`src/rtl/ilffa_pkg.sv`:
```
package ilffa_pkg;

   // Field widths fixed by the item format
   localparam int MODE_W = 2;
   localparam int LEN_W  = 12;
   localparam int SIZE_W = 12;
   localparam int PAY_W  = 12;
   // roundup8(length + 4) of a 12-bit length needs one more bit
   localparam int NEED_W = 13;

   // Operation codes
   localparam logic [MODE_W-1:0] MODE_FORMAT   = 2'd0;
   localparam logic [MODE_W-1:0] MODE_ALLOC    = 2'd1;
   localparam logic [MODE_W-1:0] MODE_FREE     = 2'd2;
   localparam logic [MODE_W-1:0] MODE_COALESCE = 2'd3;

   // Heap size register after reset
   localparam logic [SIZE_W-1:0] SIZE_RESET = 12'd4084;

   // Header memory read address source
   typedef enum logic [1:0] {
      ADDR_CUR,
      ADDR_NEXT,
      ADDR_FREE
   } addr_sel_type;

   // Header memory write kinds
   typedef enum logic [2:0] {
      WR_NONE,
      WR_FORMAT,
      WR_TAKE,
      WR_SPLIT,
      WR_MERGE,
      WR_FREE
   } wr_op_type;

   // Controller to datapath
   typedef struct packed {
      logic         load;
      logic         fmt;
      logic         rd_en;
      addr_sel_type addr_sel;
      logic         hv_rd;
      logic         hdr_ld;
      logic         advance;
      logic         merge;
      wr_op_type    wr_op;
      logic         rsp;
      logic         rsp_ok;
      logic         rsp_pay;
   } cmd_type;

   // Datapath to controller
   typedef struct packed {
      logic formatted;
      logic walk_ok;
      logic sz_zero;
      logic fits;
      logic exact;
      logic next_end;
      logic pair_free;
      logic free_ok;
   } status_type;

endpackage

```
`src/rtl/ilffa_ctrl.sv`:
```
module ilffa_ctrl (
   input  logic                          clock,
   input  logic                          reset,
   input  logic                          start,
   input  logic [ilffa_pkg::MODE_W-1:0]  req_mode,
   output logic                          busy,
   output ilffa_pkg::cmd_type            cmd,
   input  ilffa_pkg::status_type         sts
);
   import ilffa_pkg::*;

   typedef enum logic [3:0] {
      S_IDLE,
      S_FMT,
      S_FAIL,
      S_A_RD,
      S_A_EVAL,
      S_A_SPLIT,
      S_C_RD,
      S_C_FIRST,
      S_C_CHECK,
      S_C_PAIR,
      S_F_RD,
      S_F_WR
   } state_type;

   state_type state_ff;
   state_type state_in;

   assign busy = (state_ff != S_IDLE);

   // Next state and datapath commands
   always_comb begin
      cmd      = '0;
      state_in = state_ff;
      unique case (state_ff)
         S_IDLE: begin
            if (start) begin
               cmd.load = 1'b1;
               priority if (req_mode == MODE_FORMAT) state_in = S_FMT;
               else if (!sts.formatted)             state_in = S_FAIL;
               else if (req_mode == MODE_ALLOC)     state_in = S_A_RD;
               else if (req_mode == MODE_FREE)      state_in = S_F_RD;
               else                                 state_in = S_C_RD;
            end
         end
         S_FMT: begin
            cmd.fmt    = 1'b1;
            cmd.wr_op  = WR_FORMAT;
            cmd.rsp    = 1'b1;
            cmd.rsp_ok = 1'b1;
            state_in   = S_IDLE;
         end
         S_FAIL: begin
            cmd.rsp  = 1'b1;
            state_in = S_IDLE;
         end
         // allocate: one header per cycle, next read issued from current header
         S_A_RD: begin
            cmd.rd_en    = 1'b1;
            cmd.addr_sel = ADDR_CUR;
            state_in     = S_A_EVAL;
         end
         S_A_EVAL: begin
            cmd.hv_rd = 1'b1;
            priority if (!sts.walk_ok || sts.sz_zero) begin
               cmd.rsp  = 1'b1;
               state_in = S_IDLE;
            end else if (sts.fits) begin
               cmd.wr_op = WR_TAKE;
               if (sts.exact) begin
                  cmd.rsp     = 1'b1;
                  cmd.rsp_ok  = 1'b1;
                  cmd.rsp_pay = 1'b1;
                  state_in    = S_IDLE;
               end else begin
                  state_in = S_A_SPLIT;
               end
            end else begin
               cmd.advance  = 1'b1;
               cmd.rd_en    = 1'b1;
               cmd.addr_sel = ADDR_NEXT;
            end
         end
         S_A_SPLIT: begin
            cmd.hv_rd   = 1'b1;
            cmd.wr_op   = WR_SPLIT;
            cmd.rsp     = 1'b1;
            cmd.rsp_ok  = 1'b1;
            cmd.rsp_pay = 1'b1;
            state_in    = S_IDLE;
         end
         // coalesce: current header cached, neighbor read each step
         S_C_RD: begin
            cmd.rd_en    = 1'b1;
            cmd.addr_sel = ADDR_CUR;
            state_in     = S_C_FIRST;
         end
         S_C_FIRST, S_C_CHECK: begin
            cmd.hv_rd  = (state_ff == S_C_FIRST);
            cmd.hdr_ld = (state_ff == S_C_FIRST);
            if (!sts.walk_ok || sts.sz_zero || sts.next_end) begin
               cmd.rsp    = 1'b1;
               cmd.rsp_ok = 1'b1;
               state_in   = S_IDLE;
            end else begin
               cmd.rd_en    = 1'b1;
               cmd.addr_sel = ADDR_NEXT;
               state_in     = S_C_PAIR;
            end
         end
         S_C_PAIR: begin
            if (sts.pair_free) begin
               cmd.merge = 1'b1;
               cmd.wr_op = WR_MERGE;
            end else begin
               cmd.advance = 1'b1;
               cmd.hdr_ld  = 1'b1;
            end
            state_in = S_C_CHECK;
         end
         // free: read-modify-write of one header
         S_F_RD: begin
            if (!sts.free_ok) begin
               cmd.rsp  = 1'b1;
               state_in = S_IDLE;
            end else begin
               cmd.rd_en    = 1'b1;
               cmd.addr_sel = ADDR_FREE;
               state_in     = S_F_WR;
            end
         end
         S_F_WR: begin
            cmd.wr_op  = WR_FREE;
            cmd.rsp    = 1'b1;
            cmd.rsp_ok = 1'b1;
            state_in   = S_IDLE;
         end
         default: begin
            state_in = S_IDLE;
         end
      endcase
   end

   // State register
   always_ff @(posedge clock) begin
      if (reset) begin
         state_ff <= S_IDLE;
      end else begin
         state_ff <= state_in;
      end
   end

endmodule

```
`config.mk`:
```
export PLATFORM = sky130hd
export DESIGN_NAME = ilffa_ctrl
export DESIGN_NICKNAME = d
export VERILOG_FILES = /design/src/rtl/ilffa_pkg.sv /design/src/rtl/ilffa_ctrl.sv
export SDC_FILE = /design/constraint.sdc
export NUM_CORES = 1
export LEC_CHECK = 0
export BUFFER_PORTS_ARGS = -buffer_cell sky130_fd_sc_hd__buf_2
export CAP_MARGIN = 20
export CORE_MARGIN = 1
export CORE_UTILIZATION = 41
export CTS_CLUSTER_DIAMETER = 80
export DETAILED_ROUTE_END_ITERATION = 6
export MAX_ROUTING_LAYER = met4
export PLACE_DENSITY_LB_ADDON = 0.05
export SLEW_MARGIN = 20
export SYNTH_ARGS = -nofsm -noshare
export SYNTH_HDL_FRONTEND = slang
export SYNTH_SLANG_ARGS = --single-unit
```
`constraint.sdc`:
```
create_clock -name clock -period 1.5 [get_ports clock]
set_clock_uncertainty 0.1 [all_clocks]
set_input_delay 0.15 -clock clock [delete_from_list [all_inputs] [get_ports clock]]
set_output_delay 0.15 -clock clock [all_outputs]
set_load 0.02 [all_outputs]
```
==> results_dict.tcl, run 1 <==
set metrics [dict create \
    status "stopped before the end" \
    lastStage "5_1_grt" \
    stop_error "[ERROR DPL-0033] detailed placement checks failed during check placement." \
    die_h_um 41.4 \
    cts_buffers 3 \
    synth_ff_type "dfxtp_1" \
    routabilityCongestion 0.881 \
    yosysSeqAreaShare_pct 12.6 \
    cts_buffer_depth 2 \
    grt_max_degree 14 \
    antenna_found_initial 0 \
    yosysTopAreaCellShare_pct 12.6 \
    synth_warnings 0 \
    synth_area_leaders "dfxtp_1 13%, a21oi_1 7.1%, ha_1 5.9%, nor2_1 5.3%, buf_2 3.9%" \
    synth_seq_cells 4 \
    syn_nets 113 \
    cts_hold_buf 0 \
    h-tree-depth 1 \
    start_util_pct 46.5 \
    ios 29 \
    ys_types 36 \
    dp_hpwl_um 1520 \
    worst-ep-kind "primary output" \
    num_rows 13 \
    syn_area_per_cell_um2 6.55 \
    worst_endpoint "cmd[12]" \
    pre_cts_ws_ns -0.0975 \
    die_w_um 41.4 \
    io_buffers 28 \
    synth-edff-count 0 \
    ys_async_sr_fraction_pct 0 \
    placement.cell_area_um2 927 \
    syn-instance-count 97 \
    synth.largest_area_cell "dfxtp_1" \
    cts_root_buf "clkbuf_4" \
    netlist_area_um2 636 \
    cts_num_sinks 4 \
]
==> stage by stage <==
| stage | std cells | TNS (ns) |
|---|---|---|
| after floorplan | 97 | -0.177 |
| after global placement | 152 | -0.156 |
| after detailed placement | 152 | -0.293 |
| after CTS | 166 | -1.92 |
==> repair_timing <==
action / in CTS
buffers inserted: 11
pin swaps: 11
gates resized for setup: 38
setup endpoints to repair: 19
==> synthesized netlist by cell type (2+ instances only) <==
library cell	count
a22oi_1	2
nor4_1	2
nor2_1	9
buf_2	5
nand2_1	6
a21oi_1	9
a2bb2oi_1	2
dfxtp_1	4
o22ai_1	2
nand2b_1	4
inv_1	6
a31oi_1	2
and3_1	2
nor3_1	5
o21ai_0	5
nand3_1	4
ha_1	3
nor3b_1	2
clkbuf_1	3
nor2b_1	3
nand3b_1	2
==> cell families after synthesis <==
family,share of synthesized area (%)
AOI/OAI and AO/OA,28.5
adders and majority gates,5.91
buffers and inverters,10.4
DFF,12.6
and+or+nand+nor,42.5
==> inputs of run 2 (changes only) <==
CORE_AREA = 2 2 63 65   (was not set)
CORE_MARGIN = not set   (was 1)
CORE_UTILIZATION = not set   (was 41)
CTS_CLUSTER_DIAMETER = not set   (was 80)
DIE_AREA = 0 0 65 67   (was not set)
MAX_ROUTING_LAYER = not set   (was met4)
PLACE_DENSITY_LB_ADDON = 0.15   (was 0.05)
clock period = 2 ns   (was 1.5 ns; I/O delays follow)
==> results_dict.tcl, run 2 <==
set metrics [dict create \
    wl_per_cell_um 12.1 \
    clkSlewWorstSetupHoldPaths_ns 0.03 \
    num_vias 802 \
    ys_async_sr_fraction_pct 0 \
    synth-edff-count 0 \
    synth_common_cells "9 x a21oi_1, 9 x nor2_1, 6 x inv_1, 6 x nand2_1" \
    yosysSeqAreaShare_pct 12.6 \
    ys_types 36 \
    dp_hpwl_um 1720 \
    h-tree-depth 1 \
    overflow 0 \
    routabilityCongestion 0.745 \
    synth.largest_area_cell "dfxtp_1" \
    cts_hold_buf 0 \
    fmaxAchievable_mhz 524 \
    setup-tns-final_ns 0 \
    worstPathCellList "and2b_1 > a22oi_1 > o21ai_1 > a31o_2 > buf_2" \
    yosysTopAreaCellShare_pct 12.6 \
    finalHoldViolations 0 \
    critPathKind "flip-flop to primary output" \
    p_per_area_nw_per_um2 511 \
    top_register "state_ff" \
    syn_nets 113 \
    totalPowerFinal_mw 0.455 \
    grt_pass1_vias 727 \
    cts_num_sinks 4 \
    finalMaxSlewViolations 0 \
    start_util_pct 17.6 \
    grt_max_degree 15 \
    postRouteWirelength_um 2110 \
    cts_buffers 3 \
    grt_util_all_layers_pct 10.1 \
    min_period_ns 1.91 \
    max_stage_delay_ns 0.36 \
    crit_arrival_ns 1.61 \
    die-area_um2 4360 \
    worst_setup_path_start_kind "flip-flop" \
    drc 0 \
    cp-end-kind "primary output" \
    worstPathMaxFanout 10 \
    rsz0062_at_grt "false" \
    holdWs_ns 0.175 \
    clock_latency_ns 0.21 \
    crit_family "compound AO/OA/AOI/OAI gates" \
    max_slew_margin_pct 78.0 \
    netlist_area_um2 636 \
    syn-instance-count 97 \
    drt-initial-drc-count 30 \
    tightestPinTransition_ns 0.329 \
    tritoncts "yes" \
    ios 29 \
    nets 144 \
    viasPerCell 4.61 \
    num_rows 22 \
    largestRegisters "state_ff: 4 flops" \
    worst-path-buf-inv 1 \
    setup_viol 0 \
    antenna_found_initial 0 \
    hold_path.class "input pin to flip-flop" \
    slowest_stage "dfxtp_2" \
    io_buffers 28 \
    ant_nets 0 \
    drv_cap 0 \
    layout_common_cells "28 x buf_2, 9 x a21oi_1, 9 x nor2_1, 7 x buf_4" \
    post-route-util_pct 24.7 \
    syn2layout_area_growth_pct 40.2 \
    largest_register_ff_count 4 \
    final_common_cell "buf_2" \
    n_antenna_cell 0 \
    drive_above_1_share_pct 35.7 \
    synth_seq_cells 4 \
    core_um2 3610 \
    cts_root_buf "clkbuf_8" \
    synth_area_leaders "dfxtp_1 13%, a21oi_1 7.1%, ha_1 5.9%, nor2_1 5.3%, buf_2 3.9%" \
    status "complete, no violations" \
    first_pass_iters 4 \
    p_leak_nw 0.424 \
    rrSetupSlack_ns 0.41 \
    fin_crit_sh_pct 95.4 \
    die_h_um 67 \
    ir_worst_vdd_mv 0.205 \
    die_w_um 65 \
    synth_warnings 0 \
    grt_pass1_wl_um 3430 \
    synth_ff_type "dfxtp_1" \
    syn_area_per_cell_um2 6.55 \
    required_ns 1.70 \
    cts_buffer_depth 2 \
]
run 2: cell counts after synthesis:
No cell type changed its count.
run 2: worst reg2reg max path: cells and delay by family, from the launching register on:
family	cells	cell delay, ns
and+or+nand+nor	3	0.82
AOI/OAI and AO/OA	1	0.14
DFF	1	0.30
buffers and inverters	1	0.15
run 2: cell type report:
| type | instances | area (um^2) |
|---|---|---|
| fill | 434 | 2720 |
| multi-input combinational | 78 | 492 |
| timing repair buffer | 35 | 193 |
| sequential | 4 | 82.6 |
| tap | 48 | 60.1 |
| clock buffer | 3 | 41.3 |
| inverter | 6 | 22.5 |
run 2: per-layer routing:
metal  GRT usage (%)  up-vias  share of wire [%]
met5               0        -                  0
met4            1.60        0                  0
met3            2.36        0                5.3
met2            16.1       22                 47
met1            13.9      371                 48
li1                -      409                  -
run 2: worst paths after layout:
path | depth (start not counted) | start | to
worst max-delay path | 5 | state_ff[3]$_SDFFE_PP0P_ | cmd[12]
worst min-delay path | 4 | reset | state_ff[2]$_SDFFE_PP0P_
worst max register to register | 5 | state_ff[2]$_SDFFE_PP0P_ | state_ff[2]$_SDFFE_PP0P_
worst min register to register | 2 | state_ff[0]$_SDFFE_PP0P_ | state_ff[1]$_SDFFE_PP0P_
run 2: logic make-up (layout without fill, tap and decap cells):
logic type | count (synthesis) | in the layout | share of synthesized area (%)
simple gates | 47 | 47 | 42.5
flops | 4 | 4 | 12.6
fa+ha+maj | 3 | 3 | 5.91
compound gates | 28 | 28 | 28.5
buf+inv | 15 | 44 | 10.4
run 2: where the power goes:
group	switching, mW	internal, mW	total, mW	leakage, nW
combinational	0.110	0.0814	0.192	0.369
sequential	0.0121	0.0864	0.0986	0.0334
clock	0.0374	0.128	0.165	0.0216
run 2: repair_timing:
action | 4_1_cts | 5_1_grt
endpoints found under the setup margin | 0 | 3
gates resized for setup | 0 | 3
buffers inserted | 0 | 0
run 2: stage by stage:
stage / instances / cell area, um^2 / setup slack, ns
floorplan: 97 / 636 / 0.302
global placement: 171 / 845 / 0.266
detailed placement: 171 / 845 / 0.245
CTS: 174 / 886 / 0.000403
global route: 174 / 891 / 0.00389
finish: 174 / 891 / 0.0919
Power figures use the tool's default switching activity.
